`config.mk`:
```
export PLATFORM = sky130hd
export DESIGN_NAME = salc_front
export DESIGN_NICKNAME = d
export VERILOG_FILES = /design/src/design/salc_pkg.sv /design/src/design/salc_front.sv
export SDC_FILE = /design/constraint.sdc
export NUM_CORES = 1
export LEC_CHECK = 0
export ABC_AREA = 1
export BUFFER_PORTS_ARGS = -buffer_cell sky130_fd_sc_hd__buf_2
export CORE_UTILIZATION = 54
export CTS_BUF_LIST = sky130_fd_sc_hd__clkbuf_4
export DETAILED_ROUTE_END_ITERATION = 10
export PLACE_DENSITY = 0.84
export SLEW_MARGIN = 20
export SYNTH_ARGS = -nofsm -noshare
export SYNTH_HDL_FRONTEND = slang
export SYNTH_SLANG_ARGS = --single-unit
```
`constraint.sdc`:
```
create_clock -name clk_i -period 4.7 [get_ports clk_i]
set_clock_uncertainty 0.2 [all_clocks]
set_input_delay 0.94 -clock clk_i [delete_from_list [all_inputs] [get_ports clk_i]]
set_output_delay 0.94 -clock clk_i [all_outputs]
set_load 0.02 [all_outputs]
```
`src/design/salc_pkg.sv`:
```
// shared types and constants for the set-associative lru cache lookup
// no dependencies
package salc_pkg;
  localparam int unsigned SETS_DEF = 256;
  localparam int unsigned WAYS_DEF = 8;
  localparam int unsigned TAG_W    = 62;
  localparam int unsigned ADDR_W   = 64;
  localparam int unsigned CYC_W    = 18;
  localparam int unsigned CFG_IDX_W = 3;
  localparam int unsigned CFG_DAT_W = 16;
  localparam int unsigned QDEPTH   = 2;

  localparam logic [CFG_IDX_W-1:0] REG_OFFSET = 3'd0;
  localparam logic [CFG_IDX_W-1:0] REG_INDEX  = 3'd1;
  localparam logic [CFG_IDX_W-1:0] REG_WAYS   = 3'd2;
  localparam logic [CFG_IDX_W-1:0] REG_HIT    = 3'd3;
  localparam logic [CFG_IDX_W-1:0] REG_MISS   = 3'd4;
  localparam logic [CFG_IDX_W-1:0] REG_MOVE   = 3'd5;

  // access after geometry clamping
  typedef struct packed {
    logic              wr;
    logic [ADDR_W-1:0] tag;
    logic [11:0]       set;
    logic [3:0]        ob;
    logic [3:0]        ib;
    logic [4:0]        nw;
  } acc_t;

  typedef enum logic [1:0] {
    ST_CLEAR, ST_IDLE, ST_READ, ST_DONE
  } back_state_e;
endpackage

```
`src/design/salc_front.sv`:
```
// front end: address split by clamped geometry, small queue to the back end
// depends on salc_pkg
module salc_front import salc_pkg::*; #(
  parameter int unsigned SETS = SETS_DEF,
  parameter int unsigned WAYS = WAYS_DEF
) (
  input  logic              clk_i,
  input  logic              rst_ni,
  input  logic              push_i,
  input  logic              mode_i,
  input  logic [ADDR_W-1:0] address_i,
  input  logic [3:0]        offset_bits_i,
  input  logic [3:0]        index_bits_i,
  input  logic [3:0]        ways_in_use_i,
  output logic              full_o,
  output logic              empty_o,
  input  logic              pop_i,
  output acc_t              head_o
);
  localparam int unsigned MAXK = (SETS > 1) ? $clog2(SETS + 1) - 1 : 0;
  acc_t a;
  acc_t q_q [QDEPTH];
  logic rp_q, wp_q;
  logic [1:0] cnt_q;

  always_comb begin
    a = '0;
    a.wr = mode_i;
    a.ob = (offset_bits_i < 4'd2) ? 4'd2 : (offset_bits_i > 4'd12) ? 4'd12 : offset_bits_i;
    a.ib = (32'(index_bits_i) > MAXK) ? 4'(MAXK) : index_bits_i;
    a.nw = (ways_in_use_i == 4'd0) ? 5'd1 :
           (32'(ways_in_use_i) > WAYS) ? 5'(WAYS) : {1'b0, ways_in_use_i};
    a.set = 12'((address_i >> a.ob) & ((64'd1 << a.ib) - 64'd1));
    // offset plus index reaches 20, so the shift amount needs five bits
    a.tag = address_i >> (5'(a.ob) + 5'(a.ib));
  end

  assign full_o  = (cnt_q == 2'(QDEPTH));
  assign empty_o = (cnt_q == 2'd0);
  assign head_o  = q_q[rp_q];

  always_ff @(posedge clk_i) if (push_i) q_q[wp_q] <= a;

  always_ff @(posedge clk_i or negedge rst_ni) begin
    if (!rst_ni) begin
      rp_q <= 1'b0; wp_q <= 1'b0; cnt_q <= 2'd0;
    end else begin
      if (push_i) wp_q <= ~wp_q;
      if (pop_i) rp_q <= ~rp_q;
      cnt_q <= cnt_q + 2'(push_i) - 2'(pop_i);
    end
  end
endmodule

```
==> results.sh <==
export IMPL_dieArea_sq_mm=0.0215
export IMPL_path_depth=14
export IMPL_worstReg2RegEnd="q_q[0][10]"
export IMPL_ys_warn_count=0
export IMPL_post_route_min_period_ps=3740
export IMPL_cp_slowest_cell="fa_2"
export IMPL_core_area_sq_mm=0.0204
export IMPL_ys_seq_area_share_pct=48.2
export IMPL_crit_arrival_ps=3900
export IMPL_nNetsFinal=1509
export IMPL_p_sw_mw=2.78
export IMPL_gp_congestion=0.944
export IMPL_route_detailed_drc=0
export IMPL_p_leak_nw=5.45
export IMPL_start_util_pct=55.5
export IMPL_cts_tree="yes"
export IMPL_vdd_drop_max_v=0.000196
export IMPL_synth_edf_count=178
export IMPL_grt_max_degree=67
export IMPL_power_switching_fraction_pct=42.8
export IMPL_comb_power_share_pct=47.3
export IMPL_ios=173
export IMPL_synth_cell_types=37
export IMPL_cts_buffers_inserted=17
export IMPL_cp_common_cell="nand3_1"
export IMPL_clock_sinks=182
export IMPL_worstMarginPinSlew_ps=1020
export IMPL_path_cells="buf_2 -> nor2_8 -> nand2_4 -> nand2_4 -> inv_1 -> ha_2 -> inv_1 -> fa_2 -> buf_4 -> nand2_1 -> nand3_1 -> nand3_1 -> nand3_1 -> nand2_1"
export IMPL_start_kind="input port"
export IMPL_fin_tns_setup_ps=0
export IMPL_multiInputGateArea_sq_mm=0.00528
export IMPL_drt_wl_total_um=32100
export IMPL_setup_viol=0
export IMPL_vias=10257
export IMPL_slew_headroom_pct=31.9
export IMPL_critPathCapture="q_q[0][44]"
export IMPL_post_cts_buffers=0
export IMPL_fp_dieH_um=147
export IMPL_grt_overflow_total=0
export IMPL_p_seq_share_pct=38.6
export IMPL_cp_max_fo=59
export IMPL_synth_area_leaders="edfxtp_1 47%, nand3_1 17%, nand2_1 10%"
export IMPL_r2r_start="wp_q"
export IMPL_r2r_cells=2
export IMPL_clk_pin_slew_ps=170
export IMPL_wire_per_inst_um=18.8
export IMPL_register_area_sq_mm=0.00545
export IMPL_rows=52
export IMPL_cts_resized=0
export IMPL_synth_seq_cells=182
export IMPL_crit_start="offset_bits_i[2]"
export IMPL_worst_setup_path_end_kind="flip-flop"
export IMPL_routed_via_density=6.00
export IMPL_max_cap_viol_count=0
export IMPL_dr_pass1_iters=7
export IMPL_clockRootBuffer="clkbuf_4"
export IMPL_dp_hpwl_um=23200
export IMPL_power_frac_clock_pct=14.1
export IMPL_ctsLongestPathBuffers=2
export IMPL_reg2reg_slack_ps=2500
export IMPL_portBuffers=171
export IMPL_grt_pass1_wl_um=49800
export IMPL_synth_top_area_share_pct=47.3
export IMPL_first_iter_violations=1424
export IMPL_fin_ws_ps=959
export IMPL_place_ws_ps=426
export IMPL_yosys_area_top_type="edfxtp_1"
export IMPL_path_class="in2reg"
export IMPL_syn_area_sq_mm=0.0113
export IMPL_synthArstFlopShare_pct=2.20
export IMPL_crit_family="simple AND/OR/NAND/NOR gates"
export IMPL_hold_path_class="in2reg"
export IMPL_synthFlopType="edfxtp_1"
export IMPL_rsz0062_at_grt="no"
export IMPL_die_w_um=147
export IMPL_synth_commonest_cells="389 x nand3_1, 316 x nand2_1, 178 x edfxtp_1, 89 x mux2_2, 45 x inv_1"
export IMPL_hold_buffers=1
export IMPL_syn_to_final_growth_pct=12.4
export IMPL_antenna_found_initial=6
export IMPL_slew_viol_final=0
export IMPL_fmax_ghz=0.267
export IMPL_slowest_delay_ps=540
export IMPL_finalHoldViolations=0
export IMPL_drive_gt1_share_pct=25.2
export IMPL_p_total_mw=6.50
export IMPL_yosysMostFrequentCell="nand3_1"
export IMPL_avgSynthCellArea_sq_um=8.76
export IMPL_netlist_instances=1289
export IMPL_htree_levels=4
export IMPL_status="finished, final reports clean"
export IMPL_final_min_period_over_clock_period_pct=79.6
export IMPL_critPathBufInv=4
export IMPL_p_per_area_mw_per_mm2=512
export IMPL_clock_latency_ps=590
export IMPL_critPathRequiredTime_ps=4860
export IMPL_p_int_mw=3.72
export IMPL_fill_cells=1743
export IMPL_grt_pass1_vias=9608
export IMPL_ant_nets=0
export IMPL_grt_usage_pct=30.0
power groups by stage:
stage               registers, mW  logic [mW]  clock network [mW]
floorplan                    2.44        2.22                   0
global placement             2.52        3.01                   0
detailed placement           2.55        3.04                   0
CTS                          2.51        3.05               0.925
global route                 2.55        3.29               0.980
finish                       2.51        3.08               0.919
cells by family after synthesis:
logic type	synth area share (%)
flip-flops	48.2
other	0.0332
multiplexers	9.93
adder cells (fa/ha/maj)	0.952
AND/OR/NAND/NOR	31.5
XOR/XNOR	0.609
AO/OA/AOI/OAI	3.28
buffers and inverters	5.54
per-stage QoR:
step                util, %  cell area (sq um)  cells  hold slack [ps]
finish                 62.4              12700   1709              310
global placement       60.7              12400   1670              329
CTS                    62.3              12700   1703              305
detailed placement     60.7              12400   1670              354
floorplan                 -              11300   1295              281
global route           62.4              12700   1709              287
registers in the layout (all words and copies together) (netlist names):
signal / cells
cnt_q: 2
rp_q: 1
q_q: 178
wp_q: 1
worst reg2reg max path: stages (launching register included):
cell,delay (ps)
dfrtp_1,470
nor2_4,810
buf_4,410
routing by layer:
layer	GRT usage [%]	share of wire, %	up-vias
met5	0	0	-
met1	38.6	39	4694
met3	3.72	8.0	116
li1	-	-	4808
met2	49.5	48	639
met4	16.4	4.8	0
placed cells by master (no fill, tap or decap), drive strengths merged, types with 9 or more instances in the layout:
cell / count
buf: 192
clkbuf: 17
nor2: 42
inv: 55
nand3: 390
mux2: 89
or2: 28
mux2i: 12
o21ai: 57
nand2: 318
clkinv: 9
edfxtp: 178
area by class of cell:
| class | count | area share (%) |
|---|---|---|
| diodes | 6 | 0.118 |
| multi-input cells | 976 | 41.6 |
| flip-flops and latches | 182 | 42.9 |
| clock inverters | 15 | 1.46 |
| well taps | 270 | 2.66 |
| repair buffers | 193 | 8.75 |
| inverters | 50 | 1.49 |
| clock buffers | 17 | 1.01 |
worst min path at each step:
stage | startpoint | to | slack, ps | cells after the start
floorplan | wp_q | wp_q | 280 | 1
global placement | wp_q | wp_q | 330 | 1
detailed placement | wp_q | wp_q | 350 | 1
CTS | mode_i | q_q[1][88] | 300 | 1
global route | mode_i | q_q[0][88] | 290 | 1
finish | mode_i | q_q[0][88] | 310 | 1
No activity file was read; power rests on OpenSTA's default activity.
